<file path="config.mk">
export PLATFORM = sky130hd
export DESIGN_NAME = atcl_scale
export DESIGN_NICKNAME = d
export VERILOG_FILES = /design/src/rtl/atcl_pkg.sv /design/src/rtl/atcl_scale.sv
export VERILOG_INCLUDE_DIRS = /design/src /design/src/rtl
export SDC_FILE = /design/constraint.sdc
export NUM_CORES = 2
export LEC_CHECK = 0
export ABC_CLOCK_PERIOD_IN_PS = 8000
export BUFFER_PORTS_ARGS = -buffer_cell sky130_fd_sc_hd__buf_2
export CORE_UTILIZATION = 65
export DETAILED_ROUTE_END_ITERATION = 12
export PLACE_DENSITY = 0.88
export SETUP_SLACK_MARGIN = 0.1
export SYNTH_ARGS = -nofsm -noshare
export SYNTH_HDL_FRONTEND = slang
export SYNTH_SLANG_ARGS = --single-unit
</file>
<file path="constraint.sdc">
create_clock -name clk_i -period 8 [get_ports clk_i]
set_input_delay 1.2 -clock clk_i [delete_from_list [all_inputs] [get_ports clk_i]]
set_output_delay 1.2 -clock clk_i [all_outputs]
set_load 0.02 [all_outputs]
</file>
<file path="src/rtl/accel_tilt_to_color_levels_macros.svh">
// Assertion helpers shared by the tilt-to-level RTL.
// Each macro expects clk_i and rst_ni in the scope where it is used.
`ifndef ACCEL_TILT_TO_COLOR_LEVELS_MACROS_SVH
`define ACCEL_TILT_TO_COLOR_LEVELS_MACROS_SVH

// Consequent must hold in the same cycle as the antecedent.
`define ATCL_ASSERT_NOW(lbl, ante, cons) \
  lbl: assert property (@(posedge clk_i) disable iff (!rst_ni) (ante) |-> (cons)) \
    else $error("atcl: same-cycle check failed");

// Consequent must hold in the cycle after the antecedent.
`define ATCL_ASSERT_NEXT(lbl, ante, cons) \
  lbl: assert property (@(posedge clk_i) disable iff (!rst_ni) (ante) |=> (cons)) \
    else $error("atcl: next-cycle check failed");

`endif

</file>
<file path="src/rtl/atcl_pkg.sv">
`default_nettype none

package atcl_pkg;

  localparam int unsigned SAMPLE_BITS  = 16;
  localparam int unsigned LEVEL_BITS   = 8;
  localparam int unsigned AXES         = 3;

  // squares of sample magnitudes and their normalized form
  localparam int unsigned SQ_W         = 2 * SAMPLE_BITS;
  localparam int unsigned NORM_W       = 64;
  localparam int unsigned NORM_TOP     = 60;
  localparam int unsigned BYTE_W       = 8;
  localparam int unsigned BYTE_GROUPS  = NORM_W / BYTE_W;
  localparam int unsigned SHIFT_W      = 5;

  // square root and rotation
  localparam int unsigned ROOT_STEPS   = NORM_W / 2;
  localparam int unsigned ROOT_W       = NORM_W / 2;
  localparam int unsigned CORDIC_STEPS = 24;
  localparam int unsigned STEP_IDX_W   = $clog2(CORDIC_STEPS);
  localparam int unsigned XY_W         = 36;
  localparam int unsigned ANGLE_W      = 27;

  // level = floor(angle * 25500 / (157 * 2^24))
  localparam int unsigned MUL_W        = 15;
  localparam int unsigned RECIP_W      = 24;
  localparam int unsigned DIV_W        = 32;
  localparam int unsigned LVL_SHIFT    = 40;
  localparam logic [MUL_W-1:0]   LVL_MUL   = MUL_W'(25500);
  localparam logic [RECIP_W-1:0] LVL_RECIP = RECIP_W'(10644382);
  localparam logic [DIV_W-1:0]   LVL_DIV   = DIV_W'(64'd2634022912);

  typedef struct packed {
    logic signed [SAMPLE_BITS-1:0] accel_x;
    logic signed [SAMPLE_BITS-1:0] accel_y;
    logic signed [SAMPLE_BITS-1:0] accel_z;
  } atcl_in_t;

  typedef struct packed {
    logic [LEVEL_BITS-1:0] level_x;
    logic [LEVEL_BITS-1:0] level_y;
    logic [LEVEL_BITS-1:0] level_z;
  } atcl_out_t;

  // arctangent of 2^-i in radians, 24 fractional bits, rounded to nearest
  function automatic logic signed [ANGLE_W-1:0] atan_q24(input logic [STEP_IDX_W-1:0] idx);
    logic signed [ANGLE_W-1:0] val;
    unique case (idx)
      5'd0:    val = ANGLE_W'(13176795);
      5'd1:    val = ANGLE_W'(7778716);
      5'd2:    val = ANGLE_W'(4110060);
      5'd3:    val = ANGLE_W'(2086331);
      5'd4:    val = ANGLE_W'(1047214);
      5'd5:    val = ANGLE_W'(524117);
      5'd6:    val = ANGLE_W'(262123);
      5'd7:    val = ANGLE_W'(131069);
      5'd8:    val = ANGLE_W'(65536);
      5'd9:    val = ANGLE_W'(32768);
      5'd10:   val = ANGLE_W'(16384);
      5'd11:   val = ANGLE_W'(8192);
      5'd12:   val = ANGLE_W'(4096);
      5'd13:   val = ANGLE_W'(2048);
      5'd14:   val = ANGLE_W'(1024);
      5'd15:   val = ANGLE_W'(512);
      5'd16:   val = ANGLE_W'(256);
      5'd17:   val = ANGLE_W'(128);
      5'd18:   val = ANGLE_W'(64);
      5'd19:   val = ANGLE_W'(32);
      5'd20:   val = ANGLE_W'(16);
      5'd21:   val = ANGLE_W'(8);
      5'd22:   val = ANGLE_W'(4);
      5'd23:   val = ANGLE_W'(2);
      default: val = '0;
    endcase
    return val;
  endfunction

endpackage

`default_nettype wire

</file>
<file path="src/rtl/atcl_scale.sv">
`default_nettype none
`include "accel_tilt_to_color_levels_macros.svh"

module atcl_scale (
  input  logic                                clk_i,
  input  logic                                rst_ni,
  input  logic                                en_i,
  input  logic                                vld_i,
  input  logic [atcl_pkg::AXES-1:0]           pos_i,
  input  logic signed [atcl_pkg::ANGLE_W-1:0] z_i [atcl_pkg::AXES],
  output logic                                vld_o,
  output atcl_pkg::atcl_out_t                 data_o
);
  import atcl_pkg::*;

  localparam int unsigned ZC_W = ANGLE_W - 1;
  localparam int unsigned PK_W = ZC_W + RECIP_W;
  localparam int unsigned PT_W = ZC_W + MUL_W;
  localparam int unsigned Q_W  = PK_W - LVL_SHIFT;
  localparam int unsigned QD_W = Q_W + 1 + DIV_W;
  localparam logic [Q_W:0] LVL_MAX = (Q_W + 1)'((1 << LEVEL_BITS) - 1);

  logic                  vld1_q, vld2_q, vld3_q;
  logic [ZC_W-1:0]       zc [AXES];
  logic [PK_W-1:0]       pk1_q [AXES];
  logic [PT_W-1:0]       pt1_q [AXES];
  logic [Q_W-1:0]        q2_d [AXES], q2_q [AXES];
  logic [QD_W-1:0]       qd2_d [AXES], qd2_q [AXES];
  logic [PT_W-1:0]       pt2_q [AXES];
  logic [LEVEL_BITS-1:0] lvl3_d [AXES], lvl3_q [AXES];

  always_comb begin
    logic [Q_W:0] qf;
    for (int l = 0; l < AXES; l++) begin
      // clamp negative angles and non-positive axes to zero
      zc[l] = (pos_i[l] && !z_i[l][ANGLE_W-1]) ? z_i[l][ZC_W-1:0] : '0;

      // reciprocal estimate, low by at most one
      q2_d[l]  = pk1_q[l][LVL_SHIFT +: Q_W];
      qd2_d[l] = QD_W'({1'b0, q2_d[l]} + 1'b1) * QD_W'(LVL_DIV);

      qf = {1'b0, q2_q[l]} + (Q_W + 1)'(QD_W'(pt2_q[l]) >= qd2_q[l]);
      lvl3_d[l] = (qf > LVL_MAX) ? LVL_MAX[LEVEL_BITS-1:0] : qf[LEVEL_BITS-1:0];
    end
  end

  always_ff @(posedge clk_i or negedge rst_ni) begin
    if (!rst_ni) begin
      vld1_q <= 1'b0;
      vld2_q <= 1'b0;
      vld3_q <= 1'b0;
    end else if (en_i) begin
      vld1_q <= vld_i;
      vld2_q <= vld1_q;
      vld3_q <= vld2_q;
    end
  end

  always_ff @(posedge clk_i) begin
    if (en_i) begin
      for (int l = 0; l < AXES; l++) begin
        pk1_q[l]  <= PK_W'(zc[l]) * PK_W'(LVL_RECIP);
        pt1_q[l]  <= PT_W'(zc[l]) * PT_W'(LVL_MUL);
        q2_q[l]   <= q2_d[l];
        qd2_q[l]  <= qd2_d[l];
        pt2_q[l]  <= pt1_q[l];
        lvl3_q[l] <= lvl3_d[l];
      end
    end
  end

  assign vld_o          = vld3_q;
  assign data_o.level_x = lvl3_q[0];
  assign data_o.level_y = lvl3_q[1];
  assign data_o.level_z = lvl3_q[2];

  // the estimate q satisfies q*D <= t < (q+2)*D
  `ATCL_ASSERT_NOW(a_est_not_high, vld2_q,
                   (QD_W'(pt2_q[0]) + QD_W'(LVL_DIV) >= qd2_q[0]))
  `ATCL_ASSERT_NOW(a_est_not_low, vld2_q,
                   (QD_W'(pt2_q[1]) < qd2_q[1] + QD_W'(LVL_DIV)))
  `ATCL_ASSERT_NEXT(a_nonpos_zero, (en_i && vld_i && !pos_i[2]),
                    (vld1_q && pt1_q[2] == '0))

endmodule

`default_nettype wire

</file>
# Word-level counts from Yosys, hierarchy flattened
# Memories as Yosys holds them, arrays and structs flattened.
# Index checks and enable logic that the tools add are counted.
dict set report word_totals {
  latchBits 0
  ramBits 498
  rom_bits 0
  input_bits 88
  regBits 3
  output_inout_bits 25
  memories 6
}
dict set report op_classes {
  order_cmp 6
  div_mod_pow 0
  muxes 8
  n_reduce_logical 6
  shift 0
  eq_ne 0
  mul 9
  bitwise 0
  n_addsub 6
}
# memory depth word_bits rd rd_ports_with_merged_regs write_ports line
set mem_list {}
lappend mem_list {pk1_q 3 49 3 0 3 atcl_scale.sv:25} ;# logic [PK_W-1:0] pk1_q [AXES];
lappend mem_list {pt2_q 3 41 3 0 3 atcl_scale.sv:29} ;# logic [PT_W-1:0] pt2_q [AXES];
lappend mem_list {pt1_q 3 39 3 0 3 atcl_scale.sv:26} ;# logic [PT_W-1:0] pt1_q [AXES];
lappend mem_list {qd2_q 3 19 3 0 3 atcl_scale.sv:28} ;# logic [QD_W-1:0] qd2_d [AXES], qd2_q [AXES];
lappend mem_list {q2_q 3 10 3 0 3 atcl_scale.sv:27} ;# logic [Q_W-1:0] q2_d [AXES], q2_q [AXES];
lappend mem_list {lvl3_q 3 8 3 0 3 atcl_scale.sv:30} ;# logic [LEVEL_BITS-1:0] lvl3_d [AXES], lvl3_q [AXES];
# operator count
set ops {}
lappend ops {{26-bit by 23-bit multiplier with 49-bit output (second input constant)} 3}
lappend ops {{41-bit by 43-bit >= comparator with 1-bit output} 3}
lappend ops {{26-bit by 13-bit multiplier with 39-bit output (second input constant)} 3}
lappend ops {{26-bit 2-to-1 mux} 3}
lappend ops {{11-bit by 8-bit multiplier with 19-bit output (second input constant)} 3}
lappend ops {{10-bit by 1-bit adder with 11-bit output} 3}
lappend ops {{10-bit by 1-bit adder with 11-bit output (second input constant)} 3}
lappend ops {{11-bit by 8-bit > comparator with 1-bit output (second input constant)} 3}
lappend ops {{8-bit 2-to-1 mux} 3}
lappend ops {{1-bit logical AND} 3}
lappend ops {{1-bit logical NOT} 3}
lappend ops {{1-bit 2-to-1 mux} 2}

# Logic depth before layout (Yosys ltp)
# An unclocked memory read counts as a cell.
dict set report depth {
  ltp_word 5
  ltp_mapped 30
}

# Worst setup path after synthesis
# Ideal clock, no wire load.
dict set report synth_timing {
  path_type {input port to flip-flop}
  start {input pos_i[1] (netlist bit)}
  end {memory pk1_q[0][97] (netlist bit), data pin}
  required_time_ns 7.740
  path_stages 28
  setup_slack_ns -0.336
  setup_ns 0.260
  path_buffers 3
  t_arrival_ns 8.077
  path_cell_list {nor2b_1 > clkbuf_1 > clkbuf_1 > clkbuf_1 > nand2_1 > inv_1 > ha_1 > fa_1 > inv_1 > fa_1 > inv_1 > fa_1 > fa_1 > fa_1 > inv_1 > fa_1 > inv_1 > ha_1 > a21o_1 > a211oi_1 > o21ai_0 > a21oi_1 > o2bb2ai_1 > nor3_1 > a21oi_1 > o41ai_1 > o21bai_1 > xnor2_1}
}
# item line
set synth_rtl {}
lappend synth_rtl {{start, declared} atcl_scale.sv:9} ;# input logic [atcl_pkg::AXES-1:0] pos_i,
lappend synth_rtl {{end, declared} atcl_scale.sv:25}

==> results.toml <==
[yosys]
synth_ff_type = "edfxtp_1"
synth_area_leaders = "fa_1, ha_1, edfxtp_1"
synth_warnings = 0
yosysTopAreaCellShare = 0.316
async_reset_ff_frac = 0.00794
syn_avg_cell_area_um2 = 10.3
synth_largest_area_cell = "fa_1"
synth-edff-count = 375
synthCells = 6391
synth-seq-area-share = 0.171
yosysUniqueCellTypes = 80
ys_seq_elements = 378
syn_area_um2 = 66100
synth_fp_nets = 8674

[sta]
fin_crit_ps = 7740
fmax_ghz = 0.129
hold_viol = 0
relSlewSlack = 0.365
setup_viol = 0
setup_ws_ps = 259
fin_worst_skew_ps = 31.1
slew_viol_final = 0
worstMarginPinSlew_ps = 943
rsz0062_at_grt = "true"
period_share = 0.968

[drt]
drt_iter0_markers = 3428
viasPerCell = 5.66
wirelength_um = 183000
routedWlPerCell_um = 22.0
ant_nets = 0
drcViolationCount = 0
vias = 47200
first_pass_iters = 6

[pwr]
vdd_drop_max_v = 0.000300
p_leak_nw = 40.7
power.density_nw_per_um2 = 212

[critical_path]
critical_path_arrival_ps = 8050
cp_max_fo = 6
cp_slowest_cell = "fa_1"
reg2reg_depth = 20
crit_path_max_incr_delay_ps = 590
r2r_slack_ps = 1860
worstPathRequired_ps = 8310
start_kind = "input pin"
r2r_start = "pk1_q[0][88]"
cpMostUsedCell = "fa_1"
crit_type = "in -> reg"
r2r-end = "qd2_q[0][36]"
crit_path_end_kind = "flop"

[placement]
place_ws_ps = -278
place_area_um2 = 71900
io_buffers = 112
hpwl_um = 161000
gp_congestion = 1.05

[cells_and_area]
design_area_um2 = 73300
fin_nets = 9227
syn2layout_area_growth_pct = 10.8
final_layout_size_suffix_gt1_frac = 0.107

[clock_tree]
cts_buffer_depth = 3
h-tree-depth = 2
cts_inserted_buffers = 37
cts_tree = "done"
clk_pin_slew_ps = 80
clockRootBuffer = "clkbuf_16"
cts_sinks = 378
clk_latency_ps = 580
holdBufCountCts = 0

[grt]
antenna_found_initial = 3
grt.total_usage = 0.369
grt_pass1_vias = 51400
grt_pass1_wl_um = 288000
grt_max_degree = 140
gr-total-overflow = 0

[floorplanning]
start_util = 0.659
dieArea_um2 = 103000
core-area_um2 = 100000
die_width_um = 321
pin_count = 113
core.rowCount = 116
die_h_um = 321

[min_path]
hold_depth = 0
hold_end = "pt2_q[0][104]"
hp-start = "pt1_q[0][98]"
min_path_type = "reg -> reg"

[run]
drv_cap = 0

[status]
outcome = "finished clean"
[report_power, final]
part | switching (mW) | internal [mW] | total [mW]
Sequential | 0.188 | 3.04 | 3.23
Clock | 0.795 | 1.07 | 1.87
Combinational | 5.99 | 4.48 | 10.5
Total | 6.97 | 8.59 | 15.6
[stage by stage]
stage | setup TNS (ps) | power [mW] | hold slack [ps] | utilization | cells
after floorplan | 0 | 10.2 | 400 | - | 6391
after global placement | -722 | 12.9 | 400 | 0.716 | 8261
after detailed placement | -1310 | 13.4 | 405 | 0.716 | 8261
after CTS | 0 | 15.5 | 394 | 0.729 | 8328
after global routing | 0 | 17.0 | 409 | 0.730 | 8331
final | 0 | 15.6 | 401 | 0.730 | 8332
[synthesized netlist by cell type, drive strengths merged (13+ instances only)]
master / number
a211oi: 18
a21o: 148
a21oi: 193
a31o: 35
a31oi: 26
and2: 101
and3: 87
clkbuf: 92
edfxtp: 375
fa: 1044
ha: 1151
inv: 1817
nand2: 210
nand2b: 25
nand3: 94
nand4: 36
nor2: 144
nor2b: 28
nor3: 27
nor4: 21
o211ai: 13
o21a: 23
o21ai: 94
o21bai: 32
xnor2: 267
xor2: 144
[cell type report]
type	instances	area, µm²
multi-input cells	4095	47700
fillers	7095	27200
flip-flops and latches	378	11300
inverters	1817	6820
repair buffers	615	4470
well taps	1357	1700
clock buffers	42	996
clock inverters	25	294
diodes	3	7.51
[worst max-delay path, delay by kind of cell]
family	cells	cell delay, ps
AO/OA/AOI/OAI	5	1140
XOR/XNOR	1	120
adder cells (fa/ha/maj)	8	3620
buffers and inverters	8	820
AND/OR/NAND/NOR	5	1140
[registers in the layout, indices dropped and copies added (netlist names)]
| signal | count |
|---|---|
| q2_q | 30 |
| pt2_q | 117 |
| vld2_q | 1 |
| vld1_q | 1 |
| lvl3_q | 24 |
| vld_o | 1 |
| qd2_q | 57 |
| pk1_q | 30 |
| pt1_q | 117 |
[placed cells by master (no fill, tap or decap), types with 7 or more instances in the layout]
cell	synthesis	layout
o211ai_1	12	12
a211oi_1	17	17
nand2_1	210	210
and3_1	87	87
nor2b_1	28	25
nand3_1	94	94
o21ai_0	90	90
nor3_1	27	26
a21o_1	148	148
a221oi_1	11	11
mux2_2	9	9
or3_1	8	8
buf_4	0	493
a21oi_1	191	189
and2_1	100	100
buf_2	1	111
nor4_1	21	20
xnor2_1	267	267
and4_1	9	9
o31ai_1	7	7
fa_1	1044	1044
nor2_1	144	144
a31oi_1	25	25
o21a_1	23	23
xor2_1	144	144
clkinv_1	0	7
ha_1	1151	1151
inv_1	1817	1816
clkbuf_16	0	38
buf_12	0	9
nand2b_1	25	25
a31o_2	33	33
nand4_1	36	36
edfxtp_1	375	375
a221o_1	9	9
o21bai_1	32	32
[how the worst max path moves through the flow]
| stage | start | to | slack, ps | depth (start not counted) |
|---|---|---|---|---|
| 6_report | z_i[26] | pk1_q[0][145] | 260 | 27 |
| 4_1_cts | z_i[26] | pk1_q[0][146] | 240 | 25 |
| 5_1_grt | pos_i[2] | pk1_q[0][144] | 90 | 26 |
| 3_3_place_gp | z_i[26] | pk1_q[0][145] | -210 | 28 |
| 2_1_floorplan | pos_i[1] | pk1_q[0][97] | 70 | 28 |
| 3_5_place_dp | z_i[26] | pk1_q[0][146] | -280 | 27 |
[cells by family after synthesis]
logic type                 count (synthesis)  share of synthesized area
adders and majority gates               2195                      0.534
buffers and inverters                   1918                      0.109
xor gates and xnor gates                 411                     0.0544
AOI/OAI and AO/OA                        670                     0.0684
DFF                                      378                      0.171
muxes                                      9                    0.00153
and+or+nand+nor                          810                     0.0617
[timing repair]
item                                    in CTS  in global routing
gates resized for setup                      0                  5
endpoints found under the setup margin       0                 10
buffers inserted                             0                  1
[metal layers]
metal,track usage,vias to the layer above,part of all wire
met5,0,-,0
met4,0.146,0,0.047
met3,0.0721,465,0.085
met2,0.601,1941,0.47
met1,0.486,23400,0.40
li1,-,21300,-
No activity file was read; power rests on OpenSTA's default activity.
