===== config.mk =====
export PLATFORM = sky130hd
export DESIGN_NAME = atcl_prep
export DESIGN_NICKNAME = d
export VERILOG_FILES = /design/src/rtl/accel_tilt_to_color_levels_macros.svh /design/src/rtl/atcl_pkg.sv /design/src/rtl/atcl_prep.sv
export SDC_FILE = /design/constraint.sdc
export NUM_CORES = 2
export LEC_CHECK = 0
export ABC_AREA = 1
export BUFFER_PORTS_ARGS = -buffer_cell sky130_fd_sc_hd__buf_2
export CAP_MARGIN = 25
export CORE_MARGIN = 1
export CORE_UTILIZATION = 60
export CTS_CLUSTER_SIZE = 10
export DETAILED_ROUTE_END_ITERATION = 10
export PLACE_DENSITY = 0.78
export SETUP_SLACK_MARGIN = 0.2
export SYNTH_ARGS = -nofsm -noshare
export SYNTH_HDL_FRONTEND = slang
export SYNTH_SLANG_ARGS = --single-unit
export TNS_END_PERCENT = 100

===== constraint.sdc =====
create_clock -name clk_i -period 6.15 [get_ports clk_i]
set_input_delay 0 -clock clk_i [delete_from_list [all_inputs] [get_ports clk_i]]
set_output_delay 0 -clock clk_i [all_outputs]
set_load 0.05 [all_outputs]

===== src/rtl/accel_tilt_to_color_levels_macros.svh =====
// Assertion helpers shared by the tilt-to-level RTL.
// Each macro expects clk_i and rst_ni in the scope where it is used.
`ifndef ACCEL_TILT_TO_COLOR_LEVELS_MACROS_SVH
`define ACCEL_TILT_TO_COLOR_LEVELS_MACROS_SVH

// Consequent must hold in the same cycle as the antecedent.
`define ATCL_ASSERT_NOW(lbl, ante, cons) \
  lbl: assert property (@(posedge clk_i) disable iff (!rst_ni) (ante) |-> (cons)) \
    else $error("atcl: same-cycle check failed");

// Consequent must hold in the cycle after the antecedent.
`define ATCL_ASSERT_NEXT(lbl, ante, cons) \
  lbl: assert property (@(posedge clk_i) disable iff (!rst_ni) (ante) |=> (cons)) \
    else $error("atcl: next-cycle check failed");

`endif


===== src/rtl/atcl_pkg.sv =====
`default_nettype none

package atcl_pkg;

  localparam int unsigned SAMPLE_BITS  = 16;
  localparam int unsigned LEVEL_BITS   = 8;
  localparam int unsigned AXES         = 3;

  // squares of sample magnitudes and their normalized form
  localparam int unsigned SQ_W         = 2 * SAMPLE_BITS;
  localparam int unsigned NORM_W       = 64;
  localparam int unsigned NORM_TOP     = 60;
  localparam int unsigned BYTE_W       = 8;
  localparam int unsigned BYTE_GROUPS  = NORM_W / BYTE_W;
  localparam int unsigned SHIFT_W      = 5;

  // square root and rotation
  localparam int unsigned ROOT_STEPS   = NORM_W / 2;
  localparam int unsigned ROOT_W       = NORM_W / 2;
  localparam int unsigned CORDIC_STEPS = 24;
  localparam int unsigned STEP_IDX_W   = $clog2(CORDIC_STEPS);
  localparam int unsigned XY_W         = 36;
  localparam int unsigned ANGLE_W      = 27;

  // level = floor(angle * 25500 / (157 * 2^24))
  localparam int unsigned MUL_W        = 15;
  localparam int unsigned RECIP_W      = 24;
  localparam int unsigned DIV_W        = 32;
  localparam int unsigned LVL_SHIFT    = 40;
  localparam logic [MUL_W-1:0]   LVL_MUL   = MUL_W'(25500);
  localparam logic [RECIP_W-1:0] LVL_RECIP = RECIP_W'(10644382);
  localparam logic [DIV_W-1:0]   LVL_DIV   = DIV_W'(64'd2634022912);

  typedef struct packed {
    logic signed [SAMPLE_BITS-1:0] accel_x;
    logic signed [SAMPLE_BITS-1:0] accel_y;
    logic signed [SAMPLE_BITS-1:0] accel_z;
  } atcl_in_t;

  typedef struct packed {
    logic [LEVEL_BITS-1:0] level_x;
    logic [LEVEL_BITS-1:0] level_y;
    logic [LEVEL_BITS-1:0] level_z;
  } atcl_out_t;

  // arctangent of 2^-i in radians, 24 fractional bits, rounded to nearest
  function automatic logic signed [ANGLE_W-1:0] atan_q24(input logic [STEP_IDX_W-1:0] idx);
    logic signed [ANGLE_W-1:0] val;
    unique case (idx)
      5'd0:    val = ANGLE_W'(13176795);
      5'd1:    val = ANGLE_W'(7778716);
      5'd2:    val = ANGLE_W'(4110060);
      5'd3:    val = ANGLE_W'(2086331);
      5'd4:    val = ANGLE_W'(1047214);
      5'd5:    val = ANGLE_W'(524117);
      5'd6:    val = ANGLE_W'(262123);
      5'd7:    val = ANGLE_W'(131069);
      5'd8:    val = ANGLE_W'(65536);
      5'd9:    val = ANGLE_W'(32768);
      5'd10:   val = ANGLE_W'(16384);
      5'd11:   val = ANGLE_W'(8192);
      5'd12:   val = ANGLE_W'(4096);
      5'd13:   val = ANGLE_W'(2048);
      5'd14:   val = ANGLE_W'(1024);
      5'd15:   val = ANGLE_W'(512);
      5'd16:   val = ANGLE_W'(256);
      5'd17:   val = ANGLE_W'(128);
      5'd18:   val = ANGLE_W'(64);
      5'd19:   val = ANGLE_W'(32);
      5'd20:   val = ANGLE_W'(16);
      5'd21:   val = ANGLE_W'(8);
      5'd22:   val = ANGLE_W'(4);
      5'd23:   val = ANGLE_W'(2);
      default: val = '0;
    endcase
    return val;
  endfunction

endpackage

`default_nettype wire


===== src/rtl/atcl_prep.sv =====
`default_nettype none

module atcl_prep (
  input  logic                                   clk_i,
  input  logic                                   rst_ni,
  input  logic                                   en_i,
  input  logic                                   vld_i,
  input  atcl_pkg::atcl_in_t                     data_i,
  output logic                                   vld_o,
  output logic [atcl_pkg::AXES-1:0]              pos_o,
  output logic [atcl_pkg::NORM_W-1:0]            v_o [atcl_pkg::AXES],
  output logic signed [atcl_pkg::XY_W-1:0]       y_o [atcl_pkg::AXES]
);
  import atcl_pkg::*;

  localparam int unsigned STAGES  = 6;
  localparam int unsigned P_W     = $clog2(NORM_W);
  localparam int unsigned GRP_W   = $clog2(BYTE_GROUPS);
  localparam int unsigned BIDX_W  = $clog2(BYTE_W);
  localparam int unsigned KD_W    = P_W + 1;

  logic [STAGES-1:0] vld_q;

  logic signed [SAMPLE_BITS-1:0] smp [AXES];

  logic [SAMPLE_BITS-1:0] mag0_d [AXES], mag0_q [AXES];
  logic [AXES-1:0]        pos0_d, pos0_q;

  logic [SQ_W-1:0]        sq1_d [AXES], sq1_q [AXES];
  logic [SAMPLE_BITS-1:0] mag1_q [AXES];
  logic [AXES-1:0]        pos1_q;

  logic [SQ_W-1:0]        s2_d [AXES], s2_q [AXES];
  logic [SQ_W-1:0]        m2_d [AXES], m2_q [AXES];
  logic [SAMPLE_BITS-1:0] am2_q [AXES];
  logic [AXES-1:0]        pos2_q;

  logic [BYTE_GROUPS-1:0] nz3_d [AXES], nz3_q [AXES];
  logic [BIDX_W-1:0]      loc3_d [AXES][BYTE_GROUPS], loc3_q [AXES][BYTE_GROUPS];
  logic [SQ_W-1:0]        s3_q [AXES];
  logic [SAMPLE_BITS-1:0] am3_q [AXES];
  logic [AXES-1:0]        pos3_q;

  logic [SHIFT_W-1:0]     k4_d [AXES], k4_q [AXES];
  logic [SQ_W-1:0]        s4_q [AXES];
  logic [SAMPLE_BITS-1:0] am4_q [AXES];
  logic [AXES-1:0]        pos4_q;

  logic [NORM_W-1:0]      v5_d [AXES], v5_q [AXES];
  logic signed [XY_W-1:0] y5_d [AXES], y5_q [AXES];
  logic [AXES-1:0]        pos5_q;

  assign smp[0] = data_i.accel_x;
  assign smp[1] = data_i.accel_y;
  assign smp[2] = data_i.accel_z;

  always_comb begin
    logic [SQ_W:0]     sum;
    logic [NORM_W-1:0] mx;
    logic [P_W-1:0]    p;
    logic [KD_W-1:0]   kd;
    int                o1;
    int                o2;
    for (int l = 0; l < AXES; l++) begin
      // magnitude and strictly-positive flag
      mag0_d[l] = smp[l][SAMPLE_BITS-1] ? SAMPLE_BITS'(~smp[l] + 1'b1)
                                        : SAMPLE_BITS'(smp[l]);
      pos0_d[l] = !smp[l][SAMPLE_BITS-1] && (smp[l] != '0);

      sq1_d[l] = SQ_W'(mag0_q[l]) * SQ_W'(mag0_q[l]);

      // radial part uses the other two axes
      o1 = (l == 0) ? 1 : 0;
      o2 = (l == 2) ? 1 : 2;
      sum = {1'b0, sq1_q[o1]} + {1'b0, sq1_q[o2]};
      s2_d[l] = sum[SQ_W-1:0];
      m2_d[l] = (sq1_q[l] > s2_d[l]) ? sq1_q[l] : s2_d[l];

      // per-byte leading one of the larger square
      mx = NORM_W'(m2_q[l]);
      for (int g = 0; g < BYTE_GROUPS; g++) begin
        nz3_d[l][g] = |mx[g*BYTE_W +: BYTE_W];
        loc3_d[l][g] = '0;
        for (int b = 0; b < BYTE_W; b++) begin
          if (mx[g*BYTE_W + b]) loc3_d[l][g] = BIDX_W'(b);
        end
      end

      // even shift that lifts the larger square to bit NORM_TOP or above
      p = '0;
      for (int g = 0; g < BYTE_GROUPS; g++) begin
        if (nz3_q[l][g]) p = {GRP_W'(g), loc3_q[l][g]};
      end
      kd = KD_W'(NORM_TOP + 1) - KD_W'(p);
      k4_d[l] = (p >= P_W'(NORM_TOP)) ? '0 : kd[SHIFT_W:1];

      v5_d[l] = NORM_W'(s4_q[l]) << {k4_q[l], 1'b0};
      y5_d[l] = XY_W'(am4_q[l]) << k4_q[l];
    end
  end

  always_ff @(posedge clk_i or negedge rst_ni) begin
    if (!rst_ni) begin
      vld_q <= '0;
    end else if (en_i) begin
      vld_q <= {vld_q[STAGES-2:0], vld_i};
    end
  end

  always_ff @(posedge clk_i) begin
    if (en_i) begin
      pos0_q <= pos0_d;
      pos1_q <= pos0_q;
      pos2_q <= pos1_q;
      pos3_q <= pos2_q;
      pos4_q <= pos3_q;
      pos5_q <= pos4_q;
      for (int l = 0; l < AXES; l++) begin
        mag0_q[l] <= mag0_d[l];
        sq1_q[l]  <= sq1_d[l];
        mag1_q[l] <= mag0_q[l];
        s2_q[l]   <= s2_d[l];
        m2_q[l]   <= m2_d[l];
        am2_q[l]  <= mag1_q[l];
        nz3_q[l]  <= nz3_d[l];
        for (int g = 0; g < BYTE_GROUPS; g++) begin
          loc3_q[l][g] <= loc3_d[l][g];
        end
        s3_q[l]   <= s2_q[l];
        am3_q[l]  <= am2_q[l];
        k4_q[l]   <= k4_d[l];
        s4_q[l]   <= s3_q[l];
        am4_q[l]  <= am3_q[l];
        v5_q[l]   <= v5_d[l];
        y5_q[l]   <= y5_d[l];
      end
    end
  end

  assign vld_o = vld_q[STAGES-1];
  assign pos_o = pos5_q;
  assign v_o   = v5_q;
  assign y_o   = y5_q;

endmodule

`default_nettype wire


## Word level (Yosys, flattened, before mapping)

Memory sizes are Yosys's and may differ from the RTL's.
Index checks and enable logic that the tools add are counted.

| storage, ports and cells | value |
|---|---|
| flip-flop bits (word level) | 324 |
| RAM bits | 783 |
| memories kept | 13 |

Memory list:

| name | words | width | read ports | clocked after memory_dff | wr ports | line | RTL |
|---|---|---|---|---|---|---|---|
| m2_q | 3 | 32 | 3 | 0 | 3 | atcl_prep.sv:34 | `logic [SQ_W-1:0] m2_d [AXES], m2_q [AXES];` |
| s2_q | 3 | 32 | 3 | 0 | 3 | atcl_prep.sv:33 | `logic [SQ_W-1:0] s2_d [AXES], s2_q [AXES];` |
| s3_q | 3 | 32 | 3 | 0 | 3 | atcl_prep.sv:40 | `logic [SQ_W-1:0] s3_q [AXES];` |
| s4_q | 3 | 32 | 3 | 0 | 3 | atcl_prep.sv:45 | `logic [SQ_W-1:0] s4_q [AXES];` |
| sq1_q | 3 | 32 | 3 | 0 | 3 | atcl_prep.sv:29 | `logic [SQ_W-1:0] sq1_d [AXES], sq1_q [AXES];` |
| am2_q | 3 | 16 | 3 | 0 | 3 | atcl_prep.sv:35 | `logic [SAMPLE_BITS-1:0] am2_q [AXES];` |
| +7 memories | n/a | n/a | n/a | n/a | n/a | n/a |  |

| operators by class | value |
|---|---|
| add/subtract/negate cells | 9 |
| $mul | 3 |
| order comparisons | 6 |
| shifts and indexed selects | 6 |
| mux-type cells | 119 |
| bitwise logic cells | 3 |
| reduce and logical (&&, ||, !) cells | 21 |

Operators with widths:

| cell | count |
|---|---|
| 3-bit 2-to-1 mux | 74 |
| 32-bit by 6-bit left shift with 64-bit output | 3 |
| 6-bit 2-to-1 mux | 21 |
| 16-bit by 5-bit left shift with 36-bit output | 3 |
| 32-bit adder | 3 |
| 32-bit greater-than comparator | 3 |
| 16-bit by 16-bit multiplier with 32-bit output | 3 |
| 32-bit 2-to-1 mux | 3 |
| 8-bit OR reduction | 12 |
| 16-bit by 1-bit adder with 16-bit output (second input constant) | 3 |
| 16-bit 2-to-1 mux | 3 |
| 16-bit inverter | 3 |
| 16-bit nonzero test | 3 |
| 6-bit >= comparator (second input constant) | 3 |
| 6-bit subtractor (first input constant) | 3 |
| 5-bit 2-to-1 mux | 3 |
| 1-bit 2-to-1 mux | 14 |
| 1-bit logical AND | 3 |
| 1-bit zero test | 3 |
| 2-bit 2-to-1 mux | 1 |

## Longest topological paths before layout

An unclocked memory read counts as a cell.

| depth | value |
|---|---|
| depth after elaboration | 11 |
| gate-level depth with buffers | 27 |
| mapped depth without buffers | 25 |

## Worst setup path before layout

Ideal clock, no wire load.

| timing | value |
|---|---|
| path kind | register to register |
| start point | memory mag0_q[1][13] (netlist: mag0_q[0][29]) |
| end point | memory sq1_q[0][61] in the netlist's numbering (data pin) |
| library setup time | 0.252 ns |
| arrival time | 5.195 ns |
| setup slack | 0.703 ns |
| cell stages (with the launch flop) | 23 |
| buffers on the path | 2 |
| clock period less this slack | 5.447 ns |
| cells stage by stage | edfxtp_1 -> clkbuf_1 -> clkbuf_1 -> nand2_1 -> fa_1 -> fa_1 -> inv_1 -> fa_1 -> fa_1 -> fa_1 -> inv_1 -> fa_1 -> inv_1 -> ha_1 -> a21o_1 -> a21oi_1 -> nor2_1 -> nor2_1 -> nor2_1 -> nor2_1 -> nand2_1 -> nand2_1 -> nand2_1 |

RTL lines:

| item | line | RTL |
|---|---|---|
| start, declared | atcl_prep.sv:26 | `logic [SAMPLE_BITS-1:0] mag0_d [AXES], mag0_q [AXES];` |
| end, declared | atcl_prep.sv:29 |  |

==> results.md <==
* Max-cap violation count at 0
* Largest net degree at the start of global routing at 185
* Worst setup SP type: flip-flop
* Crit-path cells: buf_4, nand2_1, fa_1, fa_1, inv_1, fa_1, fa_1, fa_1, inv_1, fa_1, inv_1, ha_1, nand2_1, inv_1, a21oi_1, nand2_1, nand3b_1, nand2_1, nand2_1, nand2_1
* Final min period at about 5.7 ns
* Routed WL at 202000 um
* Final Max Tran Viols at 0
* Critical path type: flip-flop to flip-flop
* R2r worst-path depth at 20
* Worst slew pin tran at 1.11 ns
* CTS tree: built
* Worst hold path type: primary input to flip-flop
* Setup tns final at 0 ns
* Max Freq at 174 MHz
* Layout Skew at about 0.038 ns
* Most frequent cell after synthesis: nand2_1
* R2r setup slk at ~0.42 ns
* # port buffers at between 300 and 400
* DR vias/cell at ~5.5
* RSZ-0062 raised after global routing: true
* DIE WIDTH at approximately 360 um
* Vias in the first global route at about 58000
* DP Cell Count at ~10000
* Fin. Hold Viols at 0
* Total Routing Usage GR at 0.312
* GP Congestion at between 1 and 1.5
* Slowest CP cell: edfxtp_1
* Initial antenna violation count at 7
* First-pass GRT wire length at approximately 320000 um
* Wire per inst at about 19 um
* Hold Crit Depth at 2
* Synth area leader: edfxtp_1
* CP peak stage delay at 0.56 ns
* Critical path arrival at approximately 6.3 ns
* Seq/Total Area, Yosys at 0.424
* Via count at slightly below 60000
* Top cells by area, synth: edfxtp_1, nand2_1, fa_1
* Ys Warns at 0
* Ys flop type: edfxtp_1
* Synth Register Bits at 1089
* 1st-pass router iterations at 6
* Synth-to-layout area growth at 11.0%
* Clk root buf: clkbuf_16
* Crit path required time at around 6.7 ns
* CTS Buf Count at 131
* Rel. slew slack at 0.260
* Crit-path max FO at 9
* Post-layout util at 0.671
* Layout fillers at roughly 10000
* Synth top cells by count: nand2_1, inv_1, edfxtp_1
* Post-synth top area share at 0.422
* Initial Util at 0.605
* Ys async rst share at 0.00551
* Remaining DRCs at 0
* Antenna viol nets, final at 0
* Worst Setup End Kind: flip-flop
* EDFF count, synth at 1083
* CTS sink count at 1089
* Gr ovfl total at 0
* Status: finished, final reports clean
* Synth Net Count at 9659
* CTS Buffer Depth at 3
* Clock-pin slew on the worst setup and hold paths at 0.05 ns
* Synth unique cells at 53
* Htree depth at 4
* Num rows at 131
* Die H at roughly 360 um
* Final net count at slightly above 10000
* Core footprint at 128000 sq um
* Cell count after synthesis at roughly 8600
* Syn Area/Cell at roughly 8.9 sq um
* Hpwl dp at 154000 um
* IO Pins at ~360
* Worst-Skew Late Latency at 0.78 ns
* Final period util at 0.932
* Iter 0 DRT Violations at slightly below 6000
* Final Setup Violations at 0
* Layout cell share with drive strength beyond 1 at 0.0826
* Final Non-Filler Cells at 10800
* Mapped cell area at 77100 sq um
* Die area at 130000 sq um
## layer usage
| metal | track usage | share of wire | vias up |
|---|---|---|---|
| li1 | - | - | 28200 |
| met1 | 0.429 | 0.41 | 28100 |
| met2 | 0.495 | 0.46 | 2646 |
| met3 | 0.0530 | 0.085 | 498 |
| met4 | 0.125 | 0.043 | 0 |
| met5 | 0 | 0 | - |
## critical path: cells and delay by family, from the launching register on
| kind | cells | cell delay [ns] |
|---|---|---|
| and+or+nand+nor | 7 | 0.85 |
| DFF | 1 | 0.56 |
| adders and majority gates | 7 | 3.35 |
| AOI/OAI and AO/OA | 1 | 0.26 |
| buffers and inverters | 5 | 0.46 |
## cell usage in the layout (no fill, tap or decap), types with 17 or more instances in the layout
master,netlist,layout
fa_1,492,492
nand2_1,2727,2727
nand3_1,329,329
nor3_1,39,39
o211ai_1,66,66
a21oi_1,187,182
or2_1,64,64
and2_1,51,51
nor2_1,570,566
xor2_1,150,150
inv_1,1471,1471
or2_2,25,25
edfxtp_1,1083,1083
nand4_1,60,60
a21o_1,17,17
clkbuf_16,0,133
nand3b_1,23,23
o21ai_0,178,178
o21ai_1,146,146
o21ai_2,24,24
ha_1,487,487
buf_2,54,354
buf_4,17,129
dlygate4sd3_1,0,98
xnor2_1,32,32
## metrics by stage
| stage | hold WS (ns) | worst slack, ns | instance area, sq um |
|---|---|---|---|
| after CTS | 0.00808 | 0.241 | 85000 |
| after floorplan | -0.296 | 0.703 | 77100 |
| final | 0.0726 | 0.417 | 85600 |
| after detailed placement | -0.169 | 0.178 | 80300 |
| after global placement | -0.173 | 0.231 | 80300 |
| after global routing | 0.0277 | 0.191 | 85600 |
## state kept, by name (all words and copies together), names as in the netlist, 93 cells and up
signal	flops
m2_q	96
s4_q	96
v_o	192
s2_q	96
s3_q	96
y_o	108
sq1_q	93
## cell families (layout without fill, tap and decap cells)
kind of cell,Yosys count,after routing,share of synthesized area
xor gates and xnor gates,182,182,0.0207
muxes,17,17,0.00229
and+or+nand+nor,3930,3930,0.206
AOI/OAI and AO/OA,674,674,0.0499
buffers and inverters,1757,2259,0.0902
adders and majority gates,979,979,0.207
DFF,1089,1089,0.424
other,0,1,0
## timing repair
| item | 4_1_cts | 5_1_grt |
|---|---|---|
| endpoints found under the hold margin | 141 | 0 |
| resized for setup | 0 | 7 |
| hold buffers | 98 | 0 |
| setup buffers | 3 | 60 |
| endpoints found under the setup margin | 1 | 52 |
## final timing paths
path,from,end
min in group asynchronous,rst_ni,vld_q[4]
worst max-delay path,mag0_q[0][6],sq1_q[0][31]
worst min register to register,s3_q[0][8],s4_q[0][8]
max in group asynchronous,rst_ni,vld_q[3]
worst max register to register,mag0_q[0][6],sq1_q[0][31]
worst min-delay path,data_i[16],mag0_q[0][16]
## final cells by class
type	count	area [sq um]	share of cell area
Clock buffer	147	3380	0.0395
Multi-Input combinational cell	5782	37500	0.438
Timing Repair Buffer	597	4040	0.0472
Clock inverter	26	305	0.00357
Inverter	1489	5610	0.0656
Sequential cell	1089	32700	0.382
Tap cell	1662	2080	0.0243
Antenna cell	1	2.50	0.0000292
Power is left out: the tool's default activity adds up to more than one toggle a clock period on the data nets, which glitch-free logic cannot reach.
